<file path="config.mk">
export PLATFORM = sky130hd
export DESIGN_NAME = vector_position_integrator_unit
export DESIGN_NICKNAME = d
export VERILOG_FILES = /design/src/rtl/vpi_pkg.sv /design/src/rtl/vpi_front.sv /design/src/rtl/vpi_incr.sv /design/src/rtl/vpi_back.sv /design/src/rtl/vector_position_integrator_unit.sv
export VERILOG_INCLUDE_DIRS = /design/src /design/src/rtl
export SDC_FILE = /design/constraint.sdc
export NUM_CORES = 2
export LEC_CHECK = 0
export BUFFER_PORTS_ARGS = -buffer_cell sky130_fd_sc_hd__buf_4
export CAP_MARGIN = 20
export CELL_PAD_IN_SITES_DETAIL_PLACEMENT = 1
export CELL_PAD_IN_SITES_GLOBAL_PLACEMENT = 1
export CORE_MARGIN = 2
export CORE_UTILIZATION = 40
export CTS_CLUSTER_SIZE = 28
export DETAILED_ROUTE_END_ITERATION = 8
export PLACE_DENSITY = 0.67
export SYNTH_ARGS = -nofsm -noshare
export SYNTH_HDL_FRONTEND = slang
export SYNTH_SLANG_ARGS = --single-unit
</file>
<file path="constraint.sdc">
create_clock -name clk_i -period 25.6 [get_ports clk_i]
set_input_delay 2.56 -clock clk_i [delete_from_list [all_inputs] [get_ports clk_i]]
set_output_delay 2.56 -clock clk_i [all_outputs]
set_load 0.005 [all_outputs]
</file>
<file path="src/rtl/vector_position_integrator_unit_assert.svh">
// Assertion macros for the vector position integrator
`ifndef VECTOR_POSITION_INTEGRATOR_UNIT_ASSERT_SVH
`define VECTOR_POSITION_INTEGRATOR_UNIT_ASSERT_SVH

// same-cycle implication
`define VPI_ASSERT_NOW(lbl, ante, cons, msg) \
  lbl: assert property (@(posedge clk_i) disable iff (!rst_ni) (ante) |-> (cons)) \
    else $error(msg);

// next-cycle implication
`define VPI_ASSERT_NEXT(lbl, ante, cons, msg) \
  lbl: assert property (@(posedge clk_i) disable iff (!rst_ni) (ante) |=> (cons)) \
    else $error(msg);

`endif

</file>
<file path="src/rtl/vpi_pkg.sv">
// Shared types, constants and codes of the vector position integrator
package vpi_pkg;

  localparam int FracBits = 4;
  localparam int CoordW   = 32;
  localparam int CfgW     = 12;
  localparam int CfgIdxW  = 2;
  localparam int NumAxes  = 3;

  // cfg register indexes
  localparam logic [CfgIdxW-1:0] CfgDirX  = 2'd0;
  localparam logic [CfgIdxW-1:0] CfgDirY  = 2'd1;
  localparam logic [CfgIdxW-1:0] CfgDirZ  = 2'd2;
  localparam logic [CfgIdxW-1:0] CfgSpeed = 2'd3;

  // set position saturation
  localparam logic [CoordW-1:0] PosLimit = {CoordW{1'b1}} >> FracBits;
  localparam logic [CoordW-1:0] PosSat   = {CoordW{1'b1}} << FracBits;

  typedef enum logic [1:0] {
    OpTick      = 2'd0,
    OpSetPos    = 2'd1,
    OpTranslate = 2'd2,
    OpHold      = 2'd3
  } op_e;

  typedef struct packed {
    logic [1:0]         operation;
    logic signed [31:0] x_value;
    logic signed [31:0] y_value;
    logic signed [31:0] z_value;
    logic               has_parent;
    logic signed [31:0] parent_x;
    logic signed [31:0] parent_y;
    logic signed [31:0] parent_z;
  } vpi_req_t;

  typedef struct packed {
    logic signed [31:0] out_x;
    logic signed [31:0] out_y;
    logic signed [31:0] out_z;
  } vpi_rsp_t;

  // classified request held in the front queue
  typedef struct packed {
    op_e                             op;
    logic [NumAxes-1:0][CoordW-1:0]  arg;
  } vpi_cmd_t;

  // cached increments as seen by the back end
  typedef struct packed {
    logic                            valid;
    logic [NumAxes-1:0][CoordW-1:0]  inc;
  } vpi_incr_t;

endpackage

</file>
<file path="src/rtl/vpi_front.sv">
// Front end: accepts requests, pre-computes operands, queues them
module vpi_front import vpi_pkg::*; (
  input  logic     clk_i,
  input  logic     rst_ni,
  input  logic     in_valid_i,
  output logic     in_ready_o,
  input  vpi_req_t in_req_i,
  output logic     cmd_valid_o,
  input  logic     cmd_ready_i,
  output vpi_cmd_t cmd_o
);

  localparam int QDepth = 2;
  localparam int QPtrW  = $clog2(QDepth);
  localparam int QCntW  = $clog2(QDepth + 1);

  vpi_cmd_t                       mem_q [QDepth];
  logic [QPtrW-1:0]               wr_q, wr_d, rd_q, rd_d;
  logic [QCntW-1:0]               cnt_q, cnt_d;
  logic                           push, pop;
  vpi_cmd_t                       cmd_new;
  logic [NumAxes-1:0][CoordW-1:0] val, par;

  assign val[0] = in_req_i.x_value;
  assign val[1] = in_req_i.y_value;
  assign val[2] = in_req_i.z_value;
  assign par[0] = in_req_i.parent_x;
  assign par[1] = in_req_i.parent_y;
  assign par[2] = in_req_i.parent_z;

  always_comb begin
    cmd_new.op = op_e'(in_req_i.operation);
    for (int i = 0; i < NumAxes; i++) begin
      unique case (cmd_new.op)
        OpSetPos: begin
          cmd_new.arg[i] = (val[i] > PosLimit) ? PosSat : (val[i] << FracBits);
        end
        OpTranslate: begin
          cmd_new.arg[i] = val[i] + (in_req_i.has_parent ? par[i] : '0);
        end
        OpTick, OpHold: begin
          cmd_new.arg[i] = val[i];
        end
      endcase
    end
  end

  assign in_ready_o  = (cnt_q != QCntW'(QDepth));
  assign cmd_valid_o = (cnt_q != '0);
  assign push        = in_valid_i && in_ready_o;
  assign pop         = cmd_valid_o && cmd_ready_i;
  assign cmd_o       = mem_q[rd_q];

  always_comb begin
    wr_d  = wr_q;
    rd_d  = rd_q;
    cnt_d = cnt_q;
    if (push) begin
      wr_d = (wr_q == QPtrW'(QDepth - 1)) ? '0 : wr_q + 1'b1;
    end
    if (pop) begin
      rd_d = (rd_q == QPtrW'(QDepth - 1)) ? '0 : rd_q + 1'b1;
    end
    if (push && !pop) begin
      cnt_d = cnt_q + 1'b1;
    end else if (pop && !push) begin
      cnt_d = cnt_q - 1'b1;
    end
  end

  always_ff @(posedge clk_i or negedge rst_ni) begin
    if (!rst_ni) begin
      wr_q  <= '0;
      rd_q  <= '0;
      cnt_q <= '0;
    end else begin
      wr_q  <= wr_d;
      rd_q  <= rd_d;
      cnt_q <= cnt_d;
    end
  end

  always_ff @(posedge clk_i) begin
    if (push) begin
      mem_q[wr_q] <= cmd_new;
    end
  end

endmodule

</file>
<file path="src/rtl/vpi_incr.sv">
// Config registers and sequential per-axis increment engine
module vpi_incr import vpi_pkg::*; (
  input  logic               clk_i,
  input  logic               rst_ni,
  input  logic               cfg_we_i,
  input  logic [CfgIdxW-1:0] cfg_idx_i,
  input  logic [CfgW-1:0]    cfg_data_i,
  input  logic               start_i,
  output vpi_incr_t          incr_o
);

  localparam int MagW   = CfgW;                       // |-2048| fits unsigned
  localparam int ProdW  = 2 * MagW;                   // |d|*|s|
  localparam int Len2W  = 2 * MagW + 2;               // sum of three squares
  localparam int DivW   = 2 * ProdW + 2 * FracBits;   // (|d|*|s| << frac)^2
  localparam int SqW    = 2 * (MagW + FracBits);      // quotient bound
  localparam int RootW  = SqW / 2;
  localparam int CntW   = $clog2(DivW);
  localparam int AxisW  = $clog2(NumAxes);

  localparam logic [2:0] StIdle   = 3'd0;
  localparam logic [2:0] StLen    = 3'd1;
  localparam logic [2:0] StProd   = 3'd2;
  localparam logic [2:0] StSqr    = 3'd3;
  localparam logic [2:0] StDiv    = 3'd4;
  localparam logic [2:0] StRootLd = 3'd5;
  localparam logic [2:0] StRoot   = 3'd6;

  localparam logic [AxisW-1:0] LastAxis = AxisW'(NumAxes - 1);

  logic [2:0]                     state_q, state_d;
  logic                           valid_q, valid_d;
  logic [NumAxes-1:0][CoordW-1:0] inc_q, inc_d;
  logic [NumAxes-1:0][CfgW-1:0]   dir_q, dir_d;
  logic [CfgW-1:0]                speed_q, speed_d;
  logic [AxisW-1:0]               axis_q, axis_d;
  logic [Len2W-1:0]               len2_q, len2_d;
  logic [ProdW-1:0]               mag_q, mag_d;
  logic                           neg_q, neg_d, zero_q, zero_d;
  logic [DivW-1:0]                div_q, div_d;
  logic [Len2W-1:0]               rem_q, rem_d;
  logic [CntW-1:0]                cnt_q, cnt_d;
  logic [SqW-1:0]                 sqv_q, sqv_d, root_q, root_d, bit_q, bit_d;

  logic [CfgW-1:0]    dir_sel;
  logic [MagW-1:0]    dmag, smag;
  logic [ProdW-1:0]   mul_a, mul_b;
  logic [2*ProdW-1:0] mul;
  logic [Len2W:0]     rem_sh, rem_sub;
  logic               div_ge;
  logic [SqW:0]       rt_sum;
  logic               rt_ge;
  logic [SqW-1:0]     root_nx;
  logic [CoordW-1:0]  root_ext;
  logic               next_axis;

  assign dir_sel = dir_q[axis_q];
  assign dmag    = dir_sel[CfgW-1] ? MagW'(-dir_sel) : dir_sel;
  assign smag    = speed_q[CfgW-1] ? MagW'(-speed_q) : speed_q;

  // one shared multiplier, result registered by every consumer
  always_comb begin
    mul_a = '0;
    mul_b = '0;
    unique case (state_q)
      StLen: begin
        mul_a = ProdW'(dmag);
        mul_b = ProdW'(dmag);
      end
      StProd: begin
        mul_a = ProdW'(dmag);
        mul_b = ProdW'(smag);
      end
      StSqr: begin
        mul_a = mag_q;
        mul_b = mag_q;
      end
      default: begin
        mul_a = '0;
        mul_b = '0;
      end
    endcase
  end
  assign mul = mul_a * mul_b;

  // restoring divide, one quotient bit per cycle
  assign rem_sh  = {rem_q, div_q[DivW-1]};
  assign div_ge  = (rem_sh >= {1'b0, len2_q});
  assign rem_sub = rem_sh - {1'b0, len2_q};

  // digit-by-digit square root, one result bit per cycle
  assign rt_sum   = {1'b0, root_q} + {1'b0, bit_q};
  assign rt_ge    = ({1'b0, sqv_q} >= rt_sum);
  assign root_nx  = rt_ge ? ((root_q >> 1) + bit_q) : (root_q >> 1);
  assign root_ext = CoordW'(root_nx[RootW-1:0]);

  always_comb begin
    state_d   = state_q;
    valid_d   = valid_q;
    inc_d     = inc_q;
    dir_d     = dir_q;
    speed_d   = speed_q;
    axis_d    = axis_q;
    len2_d    = len2_q;
    mag_d     = mag_q;
    neg_d     = neg_q;
    zero_d    = zero_q;
    div_d     = div_q;
    rem_d     = rem_q;
    cnt_d     = cnt_q;
    sqv_d     = sqv_q;
    root_d    = root_q;
    bit_d     = bit_q;
    next_axis = 1'b0;

    unique case (state_q)
      StIdle: begin
        if (start_i && !valid_q) begin
          axis_d  = '0;
          len2_d  = '0;
          state_d = StLen;
        end
      end
      StLen: begin
        len2_d = len2_q + Len2W'(mul[2*MagW-1:0]);
        if (axis_q == LastAxis) begin
          axis_d  = '0;
          state_d = StProd;
        end else begin
          axis_d = axis_q + 1'b1;
        end
      end
      StProd: begin
        mag_d   = mul[ProdW-1:0];
        neg_d   = dir_sel[CfgW-1] ^ speed_q[CfgW-1];
        zero_d  = (len2_q == '0) || (dir_sel == '0) || (speed_q == '0);
        state_d = StSqr;
      end
      StSqr: begin
        if (zero_q) begin
          inc_d[axis_q] = '0;
          next_axis     = 1'b1;
        end else begin
          div_d   = {mul, {(2*FracBits){1'b0}}};
          rem_d   = '0;
          cnt_d   = '0;
          state_d = StDiv;
        end
      end
      StDiv: begin
        rem_d = div_ge ? rem_sub[Len2W-1:0] : rem_sh[Len2W-1:0];
        div_d = {div_q[DivW-2:0], div_ge};
        cnt_d = cnt_q + 1'b1;
        if (cnt_q == CntW'(DivW - 1)) begin
          state_d = StRootLd;
        end
      end
      StRootLd: begin
        sqv_d   = div_q[SqW-1:0];
        root_d  = '0;
        bit_d   = SqW'(1) << (SqW - 2);
        cnt_d   = '0;
        state_d = StRoot;
      end
      StRoot: begin
        if (rt_ge) begin
          sqv_d = sqv_q - rt_sum[SqW-1:0];
        end
        root_d = root_nx;
        bit_d  = bit_q >> 2;
        cnt_d  = cnt_q + 1'b1;
        if (cnt_q == CntW'(RootW - 1)) begin
          inc_d[axis_q] = neg_q ? ('0 - root_ext) : root_ext;
          next_axis     = 1'b1;
        end
      end
      default: begin
        state_d = StIdle;
      end
    endcase

    if (next_axis) begin
      if (axis_q == LastAxis) begin
        axis_d  = '0;
        valid_d = 1'b1;
        state_d = StIdle;
      end else begin
        axis_d  = axis_q + 1'b1;
        state_d = StProd;
      end
    end

    // a config write always drops the cache
    if (cfg_we_i) begin
      unique case (cfg_idx_i)
        CfgDirX:  dir_d[0] = cfg_data_i;
        CfgDirY:  dir_d[1] = cfg_data_i;
        CfgDirZ:  dir_d[2] = cfg_data_i;
        CfgSpeed: speed_d  = cfg_data_i;
      endcase
      valid_d = 1'b0;
    end
  end

  always_ff @(posedge clk_i or negedge rst_ni) begin
    if (!rst_ni) begin
      state_q <= StIdle;
      valid_q <= 1'b0;
      inc_q   <= '0;
      dir_q   <= '0;
      speed_q <= '0;
      axis_q  <= '0;
    end else begin
      state_q <= state_d;
      valid_q <= valid_d;
      inc_q   <= inc_d;
      dir_q   <= dir_d;
      speed_q <= speed_d;
      axis_q  <= axis_d;
    end
  end

  always_ff @(posedge clk_i) begin
    len2_q <= len2_d;
    mag_q  <= mag_d;
    neg_q  <= neg_d;
    zero_q <= zero_d;
    div_q  <= div_d;
    rem_q  <= rem_d;
    cnt_q  <= cnt_d;
    sqv_q  <= sqv_d;
    root_q <= root_d;
    bit_q  <= bit_d;
  end

  assign incr_o.valid = valid_q;
  assign incr_o.inc   = inc_q;

endmodule

</file>
<file path="src/rtl/vpi_back.sv">
// Back end: position state, request execution and output register
module vpi_back import vpi_pkg::*; (
  input  logic      clk_i,
  input  logic      rst_ni,
  input  logic      cmd_valid_i,
  output logic      cmd_ready_o,
  input  vpi_cmd_t  cmd_i,
  input  vpi_incr_t incr_i,
  output logic      start_o,
  output logic      out_valid_o,
  input  logic      out_ready_i,
  output vpi_rsp_t  out_rsp_o
);

  logic [NumAxes-1:0][CoordW-1:0] pos_q, pos_d, res;
  logic                           out_valid_q, out_valid_d;
  vpi_rsp_t                       out_q, out_d;
  logic                           slot_free, is_tick, fire;

  assign slot_free   = !out_valid_q || out_ready_i;
  assign is_tick     = (cmd_i.op == OpTick);
  // a tick waits here until the increments are cached
  assign cmd_ready_o = slot_free && (!is_tick || incr_i.valid);
  assign start_o     = cmd_valid_i && is_tick && !incr_i.valid;
  assign fire        = cmd_valid_i && cmd_ready_o;

  always_comb begin
    for (int i = 0; i < NumAxes; i++) begin
      unique case (cmd_i.op)
        OpTick:      res[i] = pos_q[i] + incr_i.inc[i];
        OpSetPos:    res[i] = cmd_i.arg[i];
        OpTranslate: res[i] = cmd_i.arg[i] + pos_q[i];
        OpHold:      res[i] = pos_q[i];
      endcase
    end
  end

  always_comb begin
    pos_d       = pos_q;
    out_valid_d = out_valid_q;
    out_d       = out_q;
    if (fire) begin
      out_valid_d = 1'b1;
      out_d.out_x = res[0];
      out_d.out_y = res[1];
      out_d.out_z = res[2];
      if (cmd_i.op == OpTick || cmd_i.op == OpSetPos) begin
        pos_d = res;
      end
    end else if (out_ready_i) begin
      out_valid_d = 1'b0;
    end
  end

  always_ff @(posedge clk_i or negedge rst_ni) begin
    if (!rst_ni) begin
      pos_q       <= '0;
      out_valid_q <= 1'b0;
    end else begin
      pos_q       <= pos_d;
      out_valid_q <= out_valid_d;
    end
  end

  always_ff @(posedge clk_i) begin
    out_q <= out_d;
  end

  assign out_valid_o = out_valid_q;
  assign out_rsp_o   = out_q;

endmodule

</file>
<file path="src/rtl/vector_position_integrator_unit.sv">
// Usage: 3D mover with 28.4 fixed-point position, direction and speed in config.
// Requests (tick, set position, translate point, hold) come in as a vpi_req_t
// on in_valid_i/in_ready_o; each gives one vpi_rsp_t on out_valid_o/out_ready_i.
// Config is written on cfg_we_i/cfg_idx_i/cfg_data_i (0..2 direction, 3 speed)
// while no request is in flight; any write drops the cached increments.
// A request passes the queue and the output register; one request per cycle
// sustained while results are taken and no tick waits for increments.
// The first tick after a config write first runs the increment engine: one
// shared 24x24 multiplier, a 56-step restoring divider and a 16-step square
// root per axis; divider and root are skipped on an axis with zero direction
// or speed. Later ticks reuse the cached increments; other requests do not wait.
// A two-entry request queue sits between front and back, so input keeps
// flowing for two requests while the receiver stalls; the result register
// holds its value until taken, and the back end stops behind it.
// Reset clears position, increments, config and the queue; the cache starts
// invalid, so the first tick computes increments (zero after reset).
module vector_position_integrator_unit import vpi_pkg::*; (
  input  logic               clk_i,
  input  logic               rst_ni,
  input  logic               in_valid_i,
  output logic               in_ready_o,
  input  vpi_req_t           in_req_i,
  output logic               out_valid_o,
  input  logic               out_ready_i,
  output vpi_rsp_t           out_rsp_o,
  input  logic               cfg_we_i,
  input  logic [CfgIdxW-1:0] cfg_idx_i,
  input  logic [CfgW-1:0]    cfg_data_i
);

  logic      cmd_valid, cmd_ready, incr_start;
  vpi_cmd_t  cmd;
  vpi_incr_t incr;

  vpi_front u_front (
    .clk_i       (clk_i),
    .rst_ni      (rst_ni),
    .in_valid_i  (in_valid_i),
    .in_ready_o  (in_ready_o),
    .in_req_i    (in_req_i),
    .cmd_valid_o (cmd_valid),
    .cmd_ready_i (cmd_ready),
    .cmd_o       (cmd)
  );

  vpi_incr u_incr (
    .clk_i      (clk_i),
    .rst_ni     (rst_ni),
    .cfg_we_i   (cfg_we_i),
    .cfg_idx_i  (cfg_idx_i),
    .cfg_data_i (cfg_data_i),
    .start_i    (incr_start),
    .incr_o     (incr)
  );

  vpi_back u_back (
    .clk_i       (clk_i),
    .rst_ni      (rst_ni),
    .cmd_valid_i (cmd_valid),
    .cmd_ready_o (cmd_ready),
    .cmd_i       (cmd),
    .incr_i      (incr),
    .start_o     (incr_start),
    .out_valid_o (out_valid_o),
    .out_ready_i (out_ready_i),
    .out_rsp_o   (out_rsp_o)
  );

`include "vector_position_integrator_unit_assert.svh"

  `VPI_ASSERT_NOW(a_tick_uses_cache, cmd_valid && cmd_ready && cmd.op == OpTick, incr.valid, "tick executed with stale increments")
  `VPI_ASSERT_NEXT(a_cfg_drops_cache, cfg_we_i, !incr.valid, "config write left increments valid")
  `VPI_ASSERT_NEXT(a_push_queued, in_valid_i && in_ready_o, cmd_valid, "accepted request missing from queue")

endmodule

</file>
### Yosys cells after proc, flatten, opt, wreduce, memory -nomap -nowiden

Memories as Yosys holds them, arrays and structs flattened.
Cells that the tools add are included.

| storage, ports and cells | value |
|---|---|
| flip-flop bits (word level) | 583 |
| memory bits (writable) | 196 |
| bits of input ports | 214 |
| output and inout bits | 98 |
| logic and storage cells | 211 |
| memories | 1 |

| operators by class | value |
|---|---|
| add/subtract/negate cells | 23 |
| multiply operators | 1 |
| magnitude comparators | 7 |
| equal/unequal tests | 29 |
| multiplexer cells | 64 |
| bitwise gates (word level) | 3 |
| reductions and logical operators | 53 |

Memories:

| memory | depth | bits a word | read ports | clocked after Yosys merged registers in | write ports | line | text |
|---|---|---|---|---|---|---|---|
| u_front.mem_q | 2 | 98 | 1 | 0 | 1 | vpi_front.sv:17 | `vpi_cmd_t mem_q [QDepth];` |

Operator list:

| kind | count |
|---|---|
| 32-bit case mux with 4 select lines | 3 |
| 32-bit 2-to-1 mux | 10 |
| 32-bit adder | 9 |
| 32-bit case mux with 3 select lines | 3 |
| 96-bit 2-to-1 mux | 2 |
| 32-bit case mux with 2 select lines | 3 |
| 96-bit case mux with 2 select lines | 1 |
| 56-bit case mux with 2 select lines | 1 |
| 26-bit case mux with 2 select lines | 2 |
| 96-bit AND | 1 |
| 96-bit bitwise mux | 1 |
| 32-bit by 28-bit > comparator with 1-bit output, second input constant | 3 |
| 96-bit inverter | 1 |
| 26-bit 2-to-1 mux | 3 |
| 24-bit case mux with 3 select lines | 1 |
| 32-bit demux with 2-bit select | 1 |
| 56-bit 2-to-1 mux | 1 |
| 24-bit by 24-bit multiplier with 48-bit output | 1 |
| 24-bit case mux with 2 select lines | 1 |
| 12-bit 2-to-1 mux | 3 |
| 32-bit by 32-bit adder with 33-bit output | 1 |
| 32-bit by 33-bit >= comparator with 1-bit output | 1 |
| 31-bit by 32-bit adder with 32-bit output | 1 |
| 32-bit subtractor | 1 |
| 45 further kinds | 125 |

### Depth between registers and ports, before layout

An unclocked memory read counts as a cell.

| depth | value |
|---|---|
| depth in word-level cells | 9 |
| mapped depth | 49 |

### Cells and area by module

From an unflattened synthesis, not the netlist that was laid out.

| second synthesis, totals | value |
|---|---|
| cells, all modules | 7283 |
| area total of the unflattened synthesis | 69070.0 sq um |

By module, submodules not included:

| module | times used | cells an instance | area each (sq um) |
|---|---|---|---|
| vpi_incr | 1 | 4302 | 39867.0 |
| vpi_back | 1 | 1551 | 14717.9 |
| vpi_front | 1 | 1430 | 14485.1 |

### Worst setup path before layout

No wires, ideal clock.

| timing | value |
|---|---|
| path kind | flip-flop to flip-flop |
| from | register u_incr.axis_q[1] |
| to | register u_incr.len2_q[25] (data pin) |
| library setup time | 0.265 ns |
| data arrival time | 9.313 ns |
| data required time | 25.335 ns |
| slack | 16.022 ns |
| stages on the path, launching flop included | 41 |
| clock period less this slack | 9.578 ns |
| path through | dfrtp_1 -> clkbuf_1 -> nor2b_1 -> clkbuf_1 -> nand2_1 -> o21ai_0 -> or3_1 -> nor4_1 -> a21oi_1 -> xor2_1 -> nand2_1 -> and2_1 -> clkbuf_1 -> or2_2 -> fa_1 -> fa_1 -> fa_1 -> inv_1 -> [... 5 more ...] -> inv_1 -> ha_1 -> a21o_1 -> a21o_1 -> a211oi_1 -> o2bb2ai_1 -> o21ai_0 -> nand2b_1 -> xor2_1 -> ha_1 -> nand2_1 -> a2111oi_0 -> nor2_1 -> a2111oi_0 -> o31ai_1 -> a21oi_1 -> xnor2_1 -> nor2_1 |

| between the ends | value |
|---|---|
| cells in the longest elaborated chain, start to end | 8 |
| elaborated cells between the ends (all ways) | 9 |
| those cells by class | 2 x add/sub; 1 x mul; 6 x mux |

RTL lines:

| what | line | text |
|---|---|---|
| from (decl) | vpi_incr.sv:36 | `logic [AxisW-1:0] axis_q, axis_d;` |
| from (signal assigned) | vpi_incr.sv:219 | `axis_q <= axis_d;` |
| 12-bit binary-select mux with 2-bit select (*) | vpi_incr.sv:57 | `assign dir_sel = dir_q[axis_q];` |
| 12-bit 2-to-1 mux (not written as such) (*) | vpi_incr.sv:57 |  |
| 12-bit negation | vpi_incr.sv:58 | `assign dmag = dir_sel[CfgW-1] ? MagW'(-dir_sel) : dir_sel;` |
| 12-bit 2-to-1 mux (*) | vpi_incr.sv:58 |  |
| 24-bit case mux with 3 select lines or 24-bit case mux with 2 select lines (tied branches) | vpi_incr.sv:65 | `unique case (state_q)` |
| 24-bit by 24-bit multiplier with 48-bit output (*) | vpi_incr.sv:84 | `assign mul = mul_a * mul_b;` |
| named net u_incr.mul[17] | vpi_incr.sv:48 | `logic [2*ProdW-1:0] mul;` |
| 26-bit by 24-bit adder with 26-bit output (*) | vpi_incr.sv:125 | `len2_d = len2_q + Len2W'(mul[2*MagW-1:0]);` |
| 26-bit case mux with 2 select lines (*) | vpi_incr.sv:116 | `unique case (state_q)` |
| to (signal assigned) | vpi_incr.sv:224 | `len2_q <= len2_d;` |
| to (decl) | vpi_incr.sv:37 | `logic [Len2W-1:0] len2_q, len2_d;` |

Mark *: on every way through the listed nets, which the timed path passes. The rest lies on a longest branch. The select of a mux whose other input is x is not followed.
A chain may end at the register's enable or synchronous reset.

### Worst setup path in the final report

| timing | value |
|---|---|
| from | register u_incr.axis_q[0] |
| to | register u_incr.len2_q[25] (data pin) |

Same word-level chain as after synthesis.

==> results.toml <==
[global_routing]
grt_antenna_before_repair = 19
grt_max_degree = 97
overflow = 0
met2_usage_pct = 44.4
grt_usage_pct = 27.3
first_global_vias = 57108
grtUsageMet3_pct = 3.40
grt-busiest-layer = "met2"
grt_first_pass_wirelength_um = 356000
use_met1_pct = 37.4

[logic_synthesis]
synth_area_leaders = "edfxtp_1, fa_1, dfrtp_1"
yosysTopAreaCell = "edfxtp_1"
ys_ff_latch = 763
syn_nets = 8321
ys_seq_area_share_pct = 32.3
synth_enable_flop_cells = 512
yosys_warnings = 0
synth_flop_cell = "edfxtp_1"
synth.top_cell.area_share_pct = 22.9
synthArstFlopShare_pct = 32.9
netlist_instances = 7132
syn_avg_cell_area_sq_um = 9.41
synth_area_sq_mm = 0.0671
ys_types = 89

[setup_path]
crit_type = "flip-flop to flip-flop"
cp-start-kind = "flip-flop"
arrival_ns = 12.26
slowest_stage = "o211ai_1"
worstSetupEndpointType = "flip-flop"
cp_slowest_stage_delay_ns = 1.06
critPathRequiredTime_ns = 26.00
worstPathMaxFanout = 19
worst_path_most_repeated_cell = "fa_1"
rr_worst_depth = 38

[sta]
max_clock_freq_mhz = 84.3
rsz0062_at_grt = "no"
finalHoldViolCount = 0
post-route-min-period_ns = 11.86
period_share_pct = 46.3
tightest_slew_ns = 1.24
setup-tns-final_ns = 0
relSlewSlack_pct = 17.0
drv_slew = 0
clock-skew-final_ns = 0.0817
finalSetupViolations = 0

[clock_tree]
post_cts_buffers = 0
clkSlewWorstSetupHoldPaths_ns = 0.06
clock_latency_ns = 0.74
max-clock-path-buffers = 3
cts-root-buf = "clkbuf_16"
cts.sinks = 763
hold_buffers = 0
cts_tree = "yes"
numCtsBuffers = 90
cts.repair.resized = 0
cts_max_level = 3

[power]
p_leak_nw = 34.3
p_per_area_mw_per_mm2 = 130
total_power_mw = 9.76
ir_drop_mv = 0.104

[floorplanning]
num_io_pins = 312
initial_core_util_pct = 40.2
fp-row-count = 150
die_h_um = 414
dieArea_sq_mm = 0.171
core_sq_mm = 0.167
fp.dieW_um = 414

[routing]
first_pass_iters = 5
via_per_inst = 5.67
wire_per_inst_um = 24.4
routed_wl_um = 234000
num_vias = 54461
post-route-drc-count = 0
first_iter_violations = 3850
ant_nets = 0

[cells_and_area]
nNetsFinal = 8504
syn2layout_area_growth_pct = 11.9
drive_gt1_share_pct = 9.89

[placement]
gp_congestion = 0.931
dpl.hpwl_um = 184000
port_buffers = 311

[worst_hold_path]
hold_path_depth = 1
hp-class = "flip-flop to flip-flop"

[run_status]
outcome = "completed"

[flow_run]
max-cap-violations = 0
==> synth_stat cells (153+ instances only) <==
master,count
nor2_1,811
nand2_1,796
inv_1,743
edfxtp_1,512
fa_1,491
ha_1,484
a21oi_1,470
o21ai_0,305
dfrtp_1,251
xnor2_1,238
clkbuf_1,233
a21o_1,200
xor2_1,155
mux2i_1,153
==> metal layers <==
layer	part of all wire, %	routed length, um
met1	45	105000
met2	47	110000
met3	5.0	11700
met4	3.5	8300
met5	0.039	91
==> worst max-delay path, delay by kind of cell, from the launching register on <==
family	cells	cell delay (ns)
xor+xnor	2	0.29
buf+inv	6	0.59
compound gates	7	3.35
fa+ha+maj	9	3.65
flops	1	0.90
simple gates	14	2.73
==> registers in the layout, indices dropped and copies added, names as in the netlist, 2 cells and up <==
name	cells
u_back.out_rsp_o	96
u_back.pos_q	96
u_front.cnt_q	2
u_front.mem_q	196
u_incr.axis_q	2
u_incr.bit_q	16
u_incr.cnt_q	6
u_incr.dir_q	36
u_incr.div_q	56
u_incr.incr_o	96
u_incr.len2_q	26
u_incr.mag_q	24
u_incr.rem_q	26
u_incr.root_q	32
u_incr.speed_q	12
u_incr.sqv_q	32
u_incr.state_q	3
==> final cells by class <==
| class | count | area, sq um |
|---|---|---|
| diodes | 9 | 22.5 |
| repair buffers | 390 | 2990 |
| clock inverters | 62 | 801 |
| multi-input cells | 5322 | 41600 |
| fillers | 18997 | 91800 |
| flip-flops and latches | 763 | 21700 |
| well taps | 2204 | 2760 |
| inverters | 748 | 2810 |
| clock buffers | 106 | 2370 |
==> power breakdown <==
part | switching (mW) | internal, mW | total (mW) | leakage, nW
sequential | 0.357 | 1.96 | 2.32 | 8.08
clock | 0.587 | 0.798 | 1.38 | 1.53
combinational | 3.87 | 2.19 | 6.06 | 24.7
total | 4.82 | 4.94 | 9.76 | 34.3
==> worst paths after layout <==
kind / from / end / slack (ns)
min in group asynchronous: rst_ni / u_back.pos_q[42] / 1.77
min reg2reg: u_incr.incr_o[62] / u_incr.incr_o[62] / 0.48
max in group asynchronous: rst_ni / u_back.pos_q[89] / 22.41
max reg2reg: u_incr.axis_q[0] / u_incr.len2_q[25] / 13.74
min: u_incr.incr_o[62] / u_incr.incr_o[62] / 0.48
max: u_incr.axis_q[0] / u_incr.len2_q[25] / 13.74
==> per-stage QoR <==
step           util [%]  hold WS (ns)  area (sq um)  setup slack [ns]  std cells
6_report           45.0         0.479         75000             13.74       9604
3_3_place_gp       43.0         0.459         71800             14.26       9423
4_1_cts            44.9         0.480         75000             13.80       9591
3_5_place_dp       43.0         0.466         71800             13.94       9423
2_1_floorplan         -         0.449         67100             16.02       7132
5_1_grt            45.0         0.484         75000             12.93       9598
==> cells in the final DEF, fill, tap and decap left out, types with 151 or more instances in the layout <==
cell and instances:
nor2_1 806, nand2_1 795, inv_1 742, edfxtp_1 512, fa_1 491, ha_1 482
a21oi_1 470, buf_4 384, o21ai_0 304, dfrtp_1 250, xnor2_1 238, a21o_1 200
xor2_1 155, mux2i_1 151
==> logic make-up (layout without fill, tap and decap cells) <==
| family | after synthesis | in the layout | share of synthesized area, % |
|---|---|---|---|
| buf+inv | 1047 | 1306 | 5.89 |
| other cells | 0 | 9 | 0 |
| flops | 763 | 763 | 32.3 |
| compound gates | 1537 | 1537 | 14.9 |
| mux | 262 | 262 | 4.11 |
| simple gates | 2155 | 2155 | 14.0 |
| xor+xnor | 393 | 393 | 5.13 |
| fa+ha+maj | 975 | 975 | 23.7 |
Note: power is estimated with default switching activity, not from simulation.
